--- config.mk ---
export PLATFORM = sky130hd
export DESIGN_NAME = pcm_sample_format_converter_top
export DESIGN_NICKNAME = d
export VERILOG_FILES = /design/src/rtl/psfc_pkg.sv /design/src/rtl/psfc_front.sv /design/src/rtl/psfc_queue.sv /design/src/rtl/psfc_back.sv /design/src/rtl/pcm_sample_format_converter_top.sv
export SDC_FILE = /design/constraint.sdc
export NUM_CORES = 1
export LEC_CHECK = 0
export ABC_AREA = 1
export BUFFER_PORTS_ARGS = -buffer_cell sky130_fd_sc_hd__buf_2
export CORE_MARGIN = 1.5
export CORE_UTILIZATION = 42
export DETAILED_ROUTE_END_ITERATION = 16
export PLACE_DENSITY = 0.65
export SLEW_MARGIN = 20
export SYNTH_ARGS = -nofsm -noshare
export SYNTH_HDL_FRONTEND = slang
export SYNTH_HIERARCHICAL = 1
export SYNTH_SLANG_ARGS = --single-unit
--- constraint.sdc ---
create_clock -name clk -period 10.25 [get_ports clk]
set_input_delay 2.05 -clock clk [delete_from_list [all_inputs] [get_ports clk]]
set_output_delay 2.05 -clock clk [all_outputs]
set_load 0.01 [all_outputs]
--- src/rtl/psfc_pkg.sv ---
package psfc_pkg;

	// sample format codes, shared by both format registers
	typedef enum logic [1:0] {
		FMT_PCM16    = 2'd0,
		FMT_PCM24_32 = 2'd1,
		FMT_PCM32_LJ = 2'd2,
		FMT_PACK24   = 2'd3
	} fmt_t;

	// configuration register indexes
	localparam int CFG_IDX_BITS = 2;
	localparam logic [CFG_IDX_BITS-1:0] REG_SRC_FMT  = 2'd0;
	localparam logic [CFG_IDX_BITS-1:0] REG_DST_FMT  = 2'd1;
	localparam logic [CFG_IDX_BITS-1:0] REG_CAPACITY = 2'd2;

	localparam int COUNT_BITS_DEF = 32;
	localparam int QUEUE_DEPTH_DEF = 4;

	// one queued item: the bytes of a sample and/or an end-of-buffer report
	typedef struct packed {
		logic [31:0] word;
		logic [2:0]  nbytes;
		logic        done;
		logic [31:0] count;
	} psfc_item_t;

	// bytes per sample for each format
	function automatic logic [2:0] fmt_size(input fmt_t f);
		logic [2:0] s;
		unique case (f)
			FMT_PCM16:    s = 3'd2;
			FMT_PCM24_32: s = 3'd4;
			FMT_PCM32_LJ: s = 3'd4;
			FMT_PACK24:   s = 3'd3;
		endcase
		return s;
	endfunction

	// raw little-endian container to 24-bit sample
	function automatic logic [23:0] decode24(input logic [31:0] raw, input fmt_t f);
		logic [23:0] s;
		unique case (f)
			FMT_PCM16:    s = {raw[15:0], 8'h00};
			FMT_PCM24_32: s = raw[23:0];
			FMT_PCM32_LJ: s = raw[31:8];
			FMT_PACK24:   s = raw[23:0];
		endcase
		return s;
	endfunction

	// 24-bit sample to destination container
	function automatic logic [31:0] encode(input logic [23:0] s, input fmt_t f);
		logic [31:0] w;
		unique case (f)
			FMT_PCM16:    w = {16'h0000, s[23:8]};
			FMT_PCM24_32: w = {8'h00, s};
			FMT_PCM32_LJ: w = {s, 8'h00};
			FMT_PACK24:   w = {8'h00, s};
		endcase
		return w;
	endfunction

endpackage

--- src/rtl/psfc_front.sv ---
module psfc_front import psfc_pkg::*; #(
	parameter int COUNT_BITS = COUNT_BITS_DEF
) (
	input  logic                    clk,
	input  logic                    arst_n,
	// configuration
	input  logic                    cfg_valid,
	output logic                    cfg_ready,
	input  logic [CFG_IDX_BITS-1:0] cfg_index,
	input  logic [31:0]             cfg_data,
	// source bytes
	input  logic                    in_valid,
	output logic                    in_stall,
	input  logic [7:0]              in_byte,
	input  logic                    end_of_buffer,
	// queue side
	input  logic                    q_full,
	output logic                    q_push,
	output psfc_item_t              q_item
);

	fmt_t                  src_fmt_q, dst_fmt_q;
	logic [31:0]           capacity_q;
	logic [31:0]           sbytes_q;
	logic [1:0]            pos_q;
	logic [31:0]           bw_q;
	logic [COUNT_BITS-1:0] cnt_q;
	logic                  stopped_q;

	logic                  in_fire;
	logic [31:0]           assembled;
	logic [2:0]            src_size, dst_size;
	logic                  complete, fits, emit;
	logic [32:0]           bw_sum;
	logic [31:0]           word;
	logic [COUNT_BITS-1:0] cnt_inc;

	assign cfg_ready = 1'b1;
	assign in_stall  = q_full;
	assign in_fire   = in_valid && !in_stall;

	// configuration registers
	always_ff @(posedge clk or negedge arst_n) begin
		if (!arst_n) begin
			src_fmt_q  <= FMT_PCM16;
			dst_fmt_q  <= FMT_PCM16;
			capacity_q <= '0;
		end else if (cfg_valid && cfg_ready) begin
			unique case (cfg_index)
				REG_SRC_FMT:  src_fmt_q  <= fmt_t'(cfg_data[1:0]);
				REG_DST_FMT:  dst_fmt_q  <= fmt_t'(cfg_data[1:0]);
				REG_CAPACITY: capacity_q <= cfg_data;
				default: ;
			endcase
		end
	end

	// assemble the sample and check it against the capacity
	always_comb begin
		assembled = sbytes_q | ({24'h0, in_byte} << {pos_q, 3'b000});
		src_size  = fmt_size(src_fmt_q);
		dst_size  = fmt_size(dst_fmt_q);
		complete  = ({1'b0, pos_q} + 3'd1) >= src_size;
		bw_sum    = {1'b0, bw_q} + {30'h0, dst_size};
		fits      = bw_sum <= {1'b0, capacity_q};
		emit      = !stopped_q && complete && fits;
		cnt_inc   = cnt_q + COUNT_BITS'(1);
		if (src_fmt_q == dst_fmt_q)
			word = assembled;
		else
			word = encode(decode24(assembled, src_fmt_q), dst_fmt_q);
	end

	// item into the queue
	always_comb begin
		q_push        = in_fire && (emit || end_of_buffer);
		q_item.word   = word;
		q_item.nbytes = emit ? dst_size : 3'd0;
		q_item.done   = end_of_buffer;
		q_item.count  = emit ? 32'(cnt_inc) : 32'(cnt_q);
	end

	// per-buffer state
	always_ff @(posedge clk or negedge arst_n) begin
		if (!arst_n) begin
			sbytes_q  <= '0;
			pos_q     <= '0;
			bw_q      <= '0;
			cnt_q     <= '0;
			stopped_q <= 1'b0;
		end else if (in_fire) begin
			if (end_of_buffer) begin
				sbytes_q  <= '0;
				pos_q     <= '0;
				bw_q      <= '0;
				cnt_q     <= '0;
				stopped_q <= 1'b0;
			end else if (!stopped_q) begin
				if (complete) begin
					sbytes_q <= '0;
					pos_q    <= '0;
					if (fits) begin
						bw_q  <= bw_sum[31:0];
						cnt_q <= cnt_inc;
					end else begin
						stopped_q <= 1'b1;
					end
				end else begin
					sbytes_q <= assembled;
					pos_q    <= pos_q + 2'd1;
				end
			end
		end
	end

`ifndef NO_ASSERTIONS
	// a stopped buffer holds no partial sample
	a_stop_clear: assert property (@(posedge clk) disable iff (!arst_n)
		stopped_q |-> (pos_q == 2'd0 && sbytes_q == 32'h0))
		else $error("partial sample held while stopped");
	// written bytes never pass the capacity
	a_cap: assert property (@(posedge clk) disable iff (!arst_n)
		in_fire && emit |=> bw_q <= capacity_q)
		else $error("capacity exceeded");
	// end of buffer returns the state to zero
	a_eob: assert property (@(posedge clk) disable iff (!arst_n)
		in_fire && end_of_buffer |=> (bw_q == 32'h0 && !stopped_q && pos_q == 2'd0))
		else $error("state not cleared after end of buffer");
`endif

endmodule

--- src/rtl/psfc_queue.sv ---
module psfc_queue import psfc_pkg::*; #(
	parameter int DEPTH = QUEUE_DEPTH_DEF
) (
	input  logic       clk,
	input  logic       arst_n,
	input  logic       push,
	input  psfc_item_t push_item,
	output logic       full,
	input  logic       pop,
	output logic       empty,
	output psfc_item_t pop_item
);

	localparam int PW = (DEPTH > 1) ? $clog2(DEPTH) : 1;
	localparam int CW = $clog2(DEPTH + 1);

	psfc_item_t      mem_q [DEPTH];
	logic [PW-1:0]   wr_ptr_q, rd_ptr_q;
	logic [CW-1:0]   count_q;

	assign full     = count_q == CW'(DEPTH);
	assign empty    = count_q == '0;
	assign pop_item = mem_q[rd_ptr_q];

	// storage
	always_ff @(posedge clk) begin
		if (push && !full)
			mem_q[wr_ptr_q] <= push_item;
	end

	// pointers and fill count
	always_ff @(posedge clk or negedge arst_n) begin
		if (!arst_n) begin
			wr_ptr_q <= '0;
			rd_ptr_q <= '0;
			count_q  <= '0;
		end else begin
			if (push && !full)
				wr_ptr_q <= (wr_ptr_q == PW'(DEPTH - 1)) ? '0 : wr_ptr_q + PW'(1);
			if (pop && !empty)
				rd_ptr_q <= (rd_ptr_q == PW'(DEPTH - 1)) ? '0 : rd_ptr_q + PW'(1);
			if ((push && !full) && !(pop && !empty))
				count_q <= count_q + CW'(1);
			else if (!(push && !full) && (pop && !empty))
				count_q <= count_q - CW'(1);
		end
	end

`ifndef NO_ASSERTIONS
	a_bound: assert property (@(posedge clk) disable iff (!arst_n)
		count_q <= CW'(DEPTH))
		else $error("queue overfilled");
	a_no_underflow: assert property (@(posedge clk) disable iff (!arst_n)
		pop |-> !empty)
		else $error("pop from empty queue");
	a_no_overflow: assert property (@(posedge clk) disable iff (!arst_n)
		push |-> !full)
		else $error("push into full queue");
`endif

endmodule

--- src/rtl/psfc_back.sv ---
module psfc_back import psfc_pkg::*; (
	input  logic        clk,
	input  logic        arst_n,
	// queue side
	input  logic        q_empty,
	input  psfc_item_t  q_item,
	output logic        q_pop,
	// results
	output logic        out_valid,
	input  logic        out_stall,
	output logic [7:0]  out_byte,
	output logic        byte_valid,
	output logic        done_res,
	output logic [31:0] samples_done,
	output logic        run_last
);

	logic        busy_q;
	logic [31:0] word_q;
	logic [2:0]  nbytes_q;
	logic        done_q;
	logic [31:0] count_q;
	logic [2:0]  idx_q;

	logic        out_fire, byte_phase, last;
	logic [31:0] shifted;

	assign out_valid = busy_q;
	assign out_fire  = out_valid && !out_stall;

	// current result from the held item
	always_comb begin
		byte_phase   = idx_q < nbytes_q;
		last         = done_q ? (idx_q == nbytes_q) : (idx_q == nbytes_q - 3'd1);
		shifted      = word_q >> {idx_q[1:0], 3'b000};
		out_byte     = byte_phase ? shifted[7:0] : 8'h00;
		byte_valid   = byte_phase;
		done_res     = !byte_phase;
		samples_done = byte_phase ? 32'h0 : count_q;
		run_last     = last;
	end

	// load the next item once the current one is finished
	assign q_pop = !q_empty && (!busy_q || (out_fire && last));

	always_ff @(posedge clk or negedge arst_n) begin
		if (!arst_n) begin
			busy_q <= 1'b0;
			idx_q  <= '0;
		end else if (q_pop) begin
			busy_q <= 1'b1;
			idx_q  <= '0;
		end else if (out_fire) begin
			if (last)
				busy_q <= 1'b0;
			else
				idx_q <= idx_q + 3'd1;
		end
	end

	always_ff @(posedge clk) begin
		if (q_pop) begin
			word_q   <= q_item.word;
			nbytes_q <= q_item.nbytes;
			done_q   <= q_item.done;
			count_q  <= q_item.count;
		end
	end

`ifndef NO_ASSERTIONS
	// the index never runs past the item's results
	a_idx: assert property (@(posedge clk) disable iff (!arst_n)
		busy_q |-> idx_q <= nbytes_q)
		else $error("result index out of range");
	// every held item gives at least one result
	a_nonempty: assert property (@(posedge clk) disable iff (!arst_n)
		busy_q |-> (done_q || nbytes_q != 3'd0))
		else $error("held item with no results");
	// after the last result with nothing queued the back goes idle
	a_idle: assert property (@(posedge clk) disable iff (!arst_n)
		out_fire && last && q_empty |=> !busy_q)
		else $error("back stayed busy after last result");
`endif

endmodule

--- src/rtl/pcm_sample_format_converter_top.sv ---
// PCM sample format converter. Source bytes enter one per cycle on the input
// channel while in_stall is low and are assembled into little-endian samples
// (pcm16, 24-in-32, 32 left-justified, packed 24); each whole sample that fits
// in dest_capacity leaves as 2, 3 or 4 destination bytes, one per cycle while
// out_stall is low, and a byte carrying end_of_buffer adds a done result with
// the count of samples written. The front accepts a byte every cycle as long as
// its four-entry item queue has room; the back sends one result per cycle while
// out_stall is low, so where a sample gives more results than source bytes the
// output port sets sustained throughput. An input reaches the output through
// the item queue and the back's held-item registers.
// Write configuration only while the block is idle.
module pcm_sample_format_converter_top import psfc_pkg::*; #(
	parameter int COUNT_BITS  = COUNT_BITS_DEF,
	parameter int QUEUE_DEPTH = QUEUE_DEPTH_DEF
) (
	input  logic                    clk,
	input  logic                    arst_n,
	input  logic                    cfg_valid,
	output logic                    cfg_ready,
	input  logic [CFG_IDX_BITS-1:0] cfg_index,
	input  logic [31:0]             cfg_data,
	input  logic                    in_valid,
	output logic                    in_stall,
	input  logic [7:0]              in_byte,
	input  logic                    end_of_buffer,
	output logic                    out_valid,
	input  logic                    out_stall,
	output logic [7:0]              out_byte,
	output logic                    byte_valid,
	output logic                    done_res,
	output logic [31:0]             samples_done,
	output logic                    run_last
);

	logic       q_full, q_push, q_empty, q_pop;
	psfc_item_t push_item, pop_item;

	psfc_front #(.COUNT_BITS(COUNT_BITS)) u_front (
		.clk           (clk),
		.arst_n        (arst_n),
		.cfg_valid     (cfg_valid),
		.cfg_ready     (cfg_ready),
		.cfg_index     (cfg_index),
		.cfg_data      (cfg_data),
		.in_valid      (in_valid),
		.in_stall      (in_stall),
		.in_byte       (in_byte),
		.end_of_buffer (end_of_buffer),
		.q_full        (q_full),
		.q_push        (q_push),
		.q_item        (push_item)
	);

	psfc_queue #(.DEPTH(QUEUE_DEPTH)) u_queue (
		.clk       (clk),
		.arst_n    (arst_n),
		.push      (q_push),
		.push_item (push_item),
		.full      (q_full),
		.pop       (q_pop),
		.empty     (q_empty),
		.pop_item  (pop_item)
	);

	psfc_back u_back (
		.clk          (clk),
		.arst_n       (arst_n),
		.q_empty      (q_empty),
		.q_item       (pop_item),
		.q_pop        (q_pop),
		.out_valid    (out_valid),
		.out_stall    (out_stall),
		.out_byte     (out_byte),
		.byte_valid   (byte_valid),
		.done_res     (done_res),
		.samples_done (samples_done),
		.run_last     (run_last)
	);

endmodule

==> metrics.md, run 1 <==
| Metric | Value |
|---|---|
| Synth Area in Compound Gates | 8.902% |
| Cts bufs inserted | 50 |
| Combinational power share | 30.8% |
| Cells after Synth | 2624 |
| Die Span Y | 242.8 µm |
| Post-CTS setup buffers | 0 |
| Crit-path max FO | 35 |
| CTS sink count | 486 |
| Synth cell types | 42 |
| Vias in the first global route | 16724 |
| Asr flop ratio synth | 30.04% |
| Synthesized area per cell | 9.208 µm² |
| Max Clk Rate | 165.3 MHz |
| Clock power frac | 27.7% |
| Max_slew headroom | 27.14% |
| CP Data Arrival Time | 6.28 ns |
| Total grt overflow | 0 |
| Hold buffer count at cts | 0 |
| Worst Tran Pin Value | 1.093 ns |
| Ports | 94 |
| Cell Rows | 87 |
| Layout cell share with drive strength beyond 1 | 8.389% |
| Syn_nets | 2734 |
| Final hold vios | 0 |
| Reg clk slew, reported paths | 0.06 ns |
| Max Slew Vio Count | 0 |
| DRT Pass-1 Iters | 5 |
| Core ar. | 56600 µm² |
| Post-synthesis mux area share | 0% |
| Hpwl dp | 36.26 mm |
| CTS Buffer Depth | 3 |
| Die Span X | 242.8 µm |
| Yosys warning total | 6 |
| Worst path cell trace | inv_1 -> ha_1 -> ha_1 -> nand2_1 -> o21ai_1 -> nand2_1 -> nor2_1 -> nand3_1 -> nand2_1 -> inv_1 -> ha_1 -> nand2_1 -> inv_1 -> nand3_1 -> nor3_1 -> nand4_1 -> nand3_4 -> nand2_2 -> inv_1 -> nand2_1 -> nor2_4 -> buf_4 |
| Status | finished, final reports clean |
| Worst-Skew Late Latency | 0.61 ns |
| Initial Util | 42.68% |
| Post-Route WL | 55.52 mm |
| Critical Path Max Stage Delay | 0.64 ns |
| Global-route wire length before repair | 89.00 mm |
| Cell-internal power | 4278 µW |
| Post-CTS Resized | 0 |
| Antenna Cells | 0 |
| DRT antenna net count | 0 |
| Syn-to-layout area delta | 11.41% |
| Main synth FF type | edfxtp_1 |
| H-tree Lvls | 2 |
| Worst Hold Class | reg -> reg |
| RSZ-0062 raised after global routing | no |
| Peak VDD IR | 0.0001917 V |
| Gpl congestion | 0.9005 |
| CP dominant cell by count | nand2_1 |
| Post-synth EDFFs | 340 |
| WP data required | 10.48 ns |
| Vias per std cell | 5.115 |
| Worst min-delay path startpoint | u_front/bw_q[0] |
| GRT Overall Usage | 18.75% |
| Port Buffers | 92 |
| Synthesized area | 24160 µm² |
| Setup Skew | 0.02337 ns |
| CTS tree | yes |
| Critical path buffers and inverters | 5 |
| Sequential share of power | 41.6% |
| Max Cap Viol | 0 |
| Setup TNS | 0 ns |
| Synth Area in Adders | 3.273% |
| Fraction of the mapped netlist area in simple logic gates | 20.03% |
| Die area | 58970 µm² |
| Synth Area in XOR/XNOR | 1.849% |
| Worst hold margin | 0.4840 ns |
| Synth Register Bits | 486 |
| Final Cycle Share | 59.02% |
| DR iter-0 viols | 1399 |
| Switching Share | 36.19% |
| Post-layout min period | 6.049 ns |
| WL/cell | 16.04 µm |
| Pleak | 0.01177 µW |
| Final net count | 2775 |
| Power per standard cell area | 249.1 nW/µm² |
| Most Used Layer, Global Route | met2 |
| Crit Path Class | reg -> reg |
| DRC Markers | 0 |
| Cell family with most CP delay | simple AND/OR/NAND/NOR gates |
| Pin count of the biggest net entering global routing | 102 |
| Total number of vias | 17707 |
| Startpoint types | flip-flop |
| Largest family of logic cells by synthesized area | simple AND/OR/NAND/NOR gates |
| Initial antenna violation count | 2 |
| Setup crit start | u_front/dst_fmt_q[0] |
| CTS Root Cell | clkbuf_16 |
| FF-to-FF Start | u_front/dst_fmt_q[0] |
| M1 GR Usage | 26.49% |
| M2 GR Usage | 29.69% |
| NetSw | 2426 µW |
| Post-synthesis sequential area ratio | 57.38% |
| Cell at the slowest stage of the critical path | nor2_4 |
| GRT met3 Usage | 2.941% |
| Kind of end point of the critical path | flip-flop |
| Final setup viols | 0 |
path summary, 6_finish.rpt:
kind / end / cells past startpoint / slack [ns]
max: u_queue/mem_q[2][0] / 22 / 4.20
min: u_front/bw_q[0] / 2 / 0.48
max reg2reg: u_queue/mem_q[2][0] / 22 / 4.20
min reg2reg: u_front/bw_q[0] / 2 / 0.48
max in group asynchronous: u_queue/rd_ptr_q[0] / 2 / 7.41
min in group asynchronous: u_front/bw_q[21] / 1 / 1.56
final cells by class:
class	instances	area [µm²]
clock buffers	65	1348
clock inverters	28	342.8
fillers	5301	29690
inverters	381	1430
multi-input cells	1632	8278
flip-flops and latches	486	13870
well taps	756	945.9
repair buffers	114	704.4
Yosys cell counts (2+ instances only):
library cell,number,share of area [%]
a21oi_1,63,1.3
buf_1,7,0.11
buf_2,58,1.2
buf_4,9,0.28
buf_6,8,0.37
clkbuf_1,43,0.67
clkinv_1,4,0.062
dfrtp_1,146,15
edfxtp_1,340,42
fa_1,2,0.17
ha_1,60,3.1
inv_1,372,5.8
inv_2,5,0.078
nand2_1,647,10
nand2_2,14,0.36
nand3_1,127,2.6
nand3b_1,2,0.062
nand4_1,59,1.5
nor2_1,279,4.3
nor2_2,5,0.13
nor3_1,30,0.62
nor3b_1,2,0.062
nor4_1,3,0.078
o211ai_1,142,4.4
o21ai_0,100,2.1
o21ai_1,8,0.17
o22ai_1,24,0.62
o31a_1,2,0.073
xnor2_1,22,0.80
xor2_1,29,1.1
metal layers:
metal,vias to the layer above,routed length (µm)
met5,-,13
met4,2,1493
met1,8351,25510
met3,105,3377
li1,8741,-
met2,508,25130
cell usage in the layout, fill, tap and decap left out, drive strengths merged:
master | Yosys | routed
o22ai | 24 | 24
a21oi | 64 | 64
clkinv | 4 | 19
inv | 377 | 382
o21ai | 108 | 108
fa | 2 | 2
nor4 | 3 | 3
buf | 82 | 114
o211ai | 142 | 142
xnor2 | 22 | 22
o31ai | 1 | 1
nor3b | 2 | 2
or2 | 1 | 1
clkinvlp | 0 | 2
o21bai | 1 | 1
a31o | 1 | 1
nand3 | 128 | 128
a31oi | 1 | 1
a21o | 1 | 1
o21a | 1 | 1
xor2 | 29 | 29
edfxtp | 340 | 340
ha | 60 | 60
nand3b | 2 | 2
nand4 | 59 | 59
nor2 | 285 | 285
and3 | 1 | 1
nor3 | 30 | 30
bufinv | 0 | 6
dfrtp | 146 | 146
clkbuf | 43 | 65
nand2 | 661 | 661
o31a | 2 | 2
conb | 1 | 1
power by group through the flow:
stage          clock network, µW  registers [µW]  logic [µW]
2_1_floorplan                  0            2730        1530
3_3_place_gp                   0            2810        2000
3_5_place_dp                   0            2830        2070
4_1_cts                     1900            2790        2070
5_1_grt                     1970            2830        2330
6_report                    1850            2790        2060
state kept, by name, indices dropped and copies added (netlist names):
| signal | cells |
|---|---|
| u_queue/mem_q | 272 |
| u_back/count_q | 32 |
| u_back/word_q | 32 |
| u_front/bw_q | 32 |
| u_front/capacity_q | 32 |
| u_front/cnt_q | 32 |
| u_front/sbytes_q | 32 |
| u_back/idx_q | 3 |
| u_back/nbytes_q | 3 |
| u_queue/count_q | 3 |
| u_front/dst_fmt_q | 2 |
| u_front/pos_q | 2 |
| u_front/src_fmt_q | 2 |
| u_queue/rd_ptr_q | 2 |
| u_queue/wr_ptr_q | 2 |
| u_back/done_q | 1 |
| u_back/out_valid | 1 |
| u_front/stopped_q | 1 |
metrics by stage:
step	cells	setup slack (ns)	instance area, µm²	total power, µW	util (%)
detailed placement	3366	3.770	25140	4895	44.42
global placement	3365	3.933	25120	4816	44.37
global route	3462	3.627	26920	7132	47.55
floorplan	2624	3.166	24160	4261	-
CTS	3459	3.750	26830	6761	47.41
finish	3462	4.201	26920	6705	47.55
worst reg2reg max path, delay by kind of cell (launching register included):
kind	cells	cell delay [ns]
adders and majority gates	3	1.00
AOI/OAI and AO/OA	1	0.48
buffers and inverters	5	0.87
and+or+nand+nor	13	2.84
DFF	1	0.45
cell families after synthesis:
group / count (synthesis)
simple gates: 1172
buf+inv: 506
flops: 486
compound gates: 346
fa+ha+maj: 62
xor+xnor: 51
other cells: 1
No activity file was read; power rests on OpenSTA's default activity.
==> run 2, diff against run 1 <==
- clock period: 10.25 -> 6.1 ns (I/O delays scaled with it)
==> metrics.md, run 2 (synthesis results as in run 1) <==
| Metric | Value |
|---|---|
| Status | finished, final reports clean |
| DRC Markers | 0 |
| Reg2reg path depth | 29 |
| Cell at the slowest stage of the critical path | o21ai_1 |
| Crit Path Class | reg -> reg |
| Die area | 58970 µm² |
| Total number of vias | 17559 |
| H-tree Lvls | 2 |
| Cts bufs inserted | 50 |
| Vias per std cell | 5.076 |
| Die Span X | 242.8 µm |
| FF-to-FF Start | u_front/dst_fmt_q[0] |
| Post-Route WL | 55.56 mm |
| Setup TNS | 0 ns |
| CP Data Arrival Time | 5.70 ns |
| Post-layout min period | 5.192 ns |
| DRT Pass-1 Iters | 6 |
| Worst-Skew Late Latency | 0.61 ns |
| Peak VDD IR | 0.0003342 V |
| Vias in the first global route | 16655 |
| Most flops, register | u_queue/mem_q |
| Total grt overflow | 0 |
| Setup Skew | 0.02880 ns |
| WP data required | 6.61 ns |
| Max_slew headroom | 27.20% |
| DP Area | 25200 µm² |
| Global-route wire length before repair | 89.58 mm |
| Power per standard cell area | 421.5 nW/µm² |
| Syn-to-layout area delta | 11.52% |
| Pin count of the biggest net entering global routing | 222 |
| Multi-input logic area | 8270 µm² |
| R2R Setup Slk | 0.91 ns |
| Gpl congestion | 0.9175 |
| Setup crit start | u_front/dst_fmt_q[0] |
| Worst hold path depth | 2 |
| Critical Path Max Stage Delay | 0.46 ns |
| WL/cell | 16.06 µm |
| DRT antenna net count | 0 |
| CTS tree | yes |
| Post-CTS Resized | 0 |
| GRT Overall Usage | 18.82% |
| RR Endpoint | u_queue/count_q[2] |
| Reg clk slew, reported paths | 0.06 ns |
| Final core utilization | 47.60% |
| Worst Hold Class | reg -> reg |
| CTS Buffer Depth | 3 |
| Hold buffer count at cts | 0 |
| Final Instance Area | 26940 µm² |
| Initial Util | 42.68% |
| CP dominant cell by count | nand2_1 |
| Hpwl dp | 36.42 mm |
| Max Slew Vio Count | 0 |
| Max Cap Viol | 0 |
| DR iter-0 viols | 1382 |
| Die Span Y | 242.8 µm |
| Hold Path Sink | u_front/bw_q[2] |
| Kind of end point of the critical path | flip-flop |
| Commonest cells after routing, fill and taps aside | nand2_1, inv_1, edfxtp_1 |
| Final net count | 2775 |
| CTS sink count | 486 |
| Final hold vios | 0 |
| Pleak | 0.01177 µW |
| Commonest non-fill, non-tap cell in the layout | nand2_1 |
| Startpoint types | flip-flop |
| Max FFs per register | 272 |
| Crit-path max FO | 7 |
| Filler cells | 5272 |
| Final Power | 11360 µW |
| Worst hold margin | 0.4935 ns |
| Worst Tran Pin Value | 1.092 ns |
| Layout cell share with drive strength beyond 1 | 8.216% |
| Reg area | 13870 µm² |
| RSZ-0062 raised after global routing | no |
| Final setup viols | 0 |
| Worst min-delay path startpoint | u_front/bw_q[2] |
| CTS Root Cell | clkbuf_16 |
| Port Buffers | 92 |
| Ports | 94 |
| Core ar. | 56600 µm² |
| Cell Rows | 87 |
| Final Cycle Share | 85.12% |
| Post-CTS setup buffers | 0 |
| Max Clk Rate | 192.6 MHz |
| Initial antenna violation count | 0 |
run 2: area by class of cell:
class | instances | share of cell area, %
clock inverter | 28 | 1.607
antenna | 1 | 0.009287
multi-input combinational | 1632 | 30.69
inverter | 381 | 5.308
timing repair buffer | 114 | 2.531
sequential | 486 | 51.47
tap | 756 | 3.511
clock buffer | 61 | 4.871
run 2: worst max path at each step:
stage,to,slack [ns],cells past startpoint
final,u_queue/count_q[2],0.91,29
after CTS,u_queue/count_q[2],0.97,29
after global placement,u_queue/count_q[2],1.06,32
after global routing,u_queue/count_q[2],0.46,29
after detailed placement,u_queue/count_q[1],0.95,30
after floorplan,u_queue/mem_q[0][0],-0.98,26
run 2: critical path: cells and delay by family (launching register included):
kind | cells | cell delay (ns)
flip-flops | 1 | 0.45
AO/OA/AOI/OAI | 1 | 0.46
adder cells (fa/ha/maj) | 5 | 1.56
AND/OR/NAND/NOR | 16 | 2.02
buffers and inverters | 7 | 0.62
run 2: power breakdown:
group | leakage [µW] | switching, µW | internal, µW | total [µW]
Sequential | 0.00503 | 277 | 4360 | 4640
Clock | 0.000840 | 1290 | 1930 | 3220
Combinational | 0.00590 | 2500 | 1000 | 3510
Total | 0.0118 | 4070 | 7290 | 11400
run 2: stage by stage:
stage | instances | setup WS, ns
after detailed placement | 3369 | 0.9479
after floorplan | 2624 | -0.9838
after CTS | 3458 | 0.9664
final | 3459 | 0.9078
after global placement | 3369 | 1.055
after global routing | 3458 | 0.4583
run 2: per-layer routing:
metal / global-route usage, % / up-vias / wire [µm]
li1: - / 8732 / -
met1: 27.43 / 8283 / 26060
met2: 28.92 / 456 / 24660
met3: 3.129 / 88 / 3551
met4: 5.389 / 0 / 1285
met5: 0 / - / 0
==> run 3, diff against run 2 <==
- clock period: 6.1 -> 5.59 ns (I/O delays scaled with it)
==> metrics.md, run 3 (synthesis results as in run 1) <==
| Metric | Value |
|---|---|
| Status | finished, final reports clean |
| Worst Tran Pin Value | 1.055 ns |
| Critical Path Max Stage Delay | 0.46 ns |
| Gpl congestion | 0.8727 |
| Final Cycle Share | 88.83% |
| Pin count of the biggest net entering global routing | 160 |
| Die Span Y | 242.8 µm |
| Die Span X | 242.8 µm |
| Clock power frac | 28.1% |
| CP dominant cell by count | nand2_1 |
| Switching Share | 35.97% |
| Max Slew Vio Count | 0 |
| GRT Overall Usage | 18.89% |
| Hold buffer count at cts | 0 |
| Cell at the slowest stage of the critical path | fa_1 |
| Post-Route WL | 55.91 mm |
| Commonest cells after routing, fill and taps aside | nand2_1, inv_1, edfxtp_1 |
| Most flops, register | u_queue/mem_q |
| Ports | 94 |
| CP Data Arrival Time | 5.44 ns |
| Crit Path Class | reg -> reg |
| R2R Setup Slk | 0.62 ns |
| Cell Rows | 87 |
| Setup ws final | 0.6243 ns |
| CP endpoint | u_queue/count_q[2] |
| CTS Buffer Depth | 3 |
| CTS sink count | 486 |
| Antenna Cells | 0 |
| Setup crit start | u_front/dst_fmt_q[0] |
| Reg2reg path depth | 31 |
| Pre-CTS WS | 0.6472 ns |
| Initial antenna violation count | 0 |
| DRT Pass-1 Iters | 5 |
| Peak VDD IR | 0.0002722 V |
| Hpwl dp | 35.82 mm |
| Max FFs per register | 272 |
| Post-CTS setup buffers | 0 |
| Reg clk slew, reported paths | 0.06 ns |
| Total grt overflow | 0 |
| Inst Count DP | 3367 |
| Vias per std cell | 5.085 |
| CTS tree | yes |
| Startpoint types | flip-flop |
| Cell-internal power | 7979 µW |
| Cell family with most CP delay | simple AND/OR/NAND/NOR gates |
| Initial Util | 42.68% |
| Core ar. | 56600 µm² |
| Post-layout min period | 4.966 ns |
| Final hold vios | 0 |
| Max_slew headroom | 29.57% |
| Post-CTS Resized | 0 |
| Max Cap Viol | 0 |
| Pleak | 0.01182 µW |
| Global-route wire length before repair | 90.10 mm |
| DRC Markers | 0 |
| Syn-to-layout area delta | 11.80% |
| Worst-Skew Late Latency | 0.59 ns |
| Critical path buffers and inverters | 6 |
| RR Endpoint | u_queue/count_q[2] |
| WP data required | 6.07 ns |
| DR iter-0 viols | 1456 |
| Sequential share of power | 41.2% |
| FF-to-FF Start | u_front/dst_fmt_q[0] |
| Worst Hold Class | reg -> reg |
| WL/cell | 16.12 µm |
| Die area | 58970 µm² |
| Final setup viols | 0 |
| Max Clk Rate | 201.4 MHz |
| Vias in the first global route | 16815 |
| Total number of vias | 17636 |
| Layout cell share with drive strength beyond 1 | 8.444% |
| RSZ-0062 raised after global routing | no |
| DRT antenna net count | 0 |
| Crit-path max FO | 8 |
| Setup Skew | 0.01437 ns |
| WP depth | 31 |
| Combinational power share | 30.6% |
| Cts bufs inserted | 53 |
| Kind of end point of the critical path | flip-flop |
| Power per standard cell area | 461.4 nW/µm² |
| H-tree Lvls | 2 |
| Final net count | 2778 |
| CTS Root Cell | clkbuf_16 |
| Fin cells | 3468 |
| Port Buffers | 92 |
| Commonest non-fill, non-tap cell in the layout | nand2_1 |
| NetSw | 4483 µW |
-- run 3: layout make-up --
type	count	area [µm²]
fillers	5279	29590
clock buffers	67	1441
flip-flops and latches	486	13870
inverters	381	1430
well taps	756	945.9
repair buffers	114	734.5
multi-input cells	1632	8270
clock inverters	32	319.1
-- run 3: per-stage QoR --
stage	TNS, ns	power (µW)	cell area, µm²	util [%]	hold WS [ns]
floorplan	-108.61	7804	24170	-	0.4483
global placement	0	8924	25200	44.51	0.4660
detailed placement	0	9026	25200	44.51	0.4705
CTS	0	12550	26960	47.62	0.4849
global route	0	13250	27010	47.72	0.5095
finish	0	12460	27010	47.72	0.4859
-- run 3: power by group through the flow --
| stage | sequential [µW] | clock, µW | combinational [µW] |
|---|---|---|---|
| floorplan | 5000 | 0 | 2810 |
| global placement | 5260 | 0 | 3660 |
| detailed placement | 5280 | 0 | 3750 |
| CTS | 5210 | 3590 | 3760 |
| global route | 5210 | 3730 | 4320 |
| finish | 5140 | 3510 | 3820 |
-- run 3: worst min-delay path by stage --
stage                            endpoint  cells after the start            start
after floorplan           u_front/bw_q[0]                      2  u_front/bw_q[0]
after global placement    u_front/bw_q[0]                      2  u_front/bw_q[0]
after detailed placement  u_front/bw_q[0]                      2  u_front/bw_q[0]
after CTS                 u_front/bw_q[0]                      2  u_front/bw_q[0]
after global routing      u_front/bw_q[0]                      2  u_front/bw_q[0]
final                     u_front/bw_q[2]                      2  u_front/bw_q[2]
-- run 3: metal layers --
layer  global-route usage, %  up-vias  wire length, µm
li1                        -     8756                -
met1                   26.96     8322            26090
met2                   30.19      483            25530
met3                   3.085       75             3315
met4                   4.348        0              977
met5                       0        -                0
-- run 3: worst min-delay path, delay by kind of cell, from the launching register on --
family,cells,cell delay (ns)
flops,1,0.34
simple gates,2,0.11
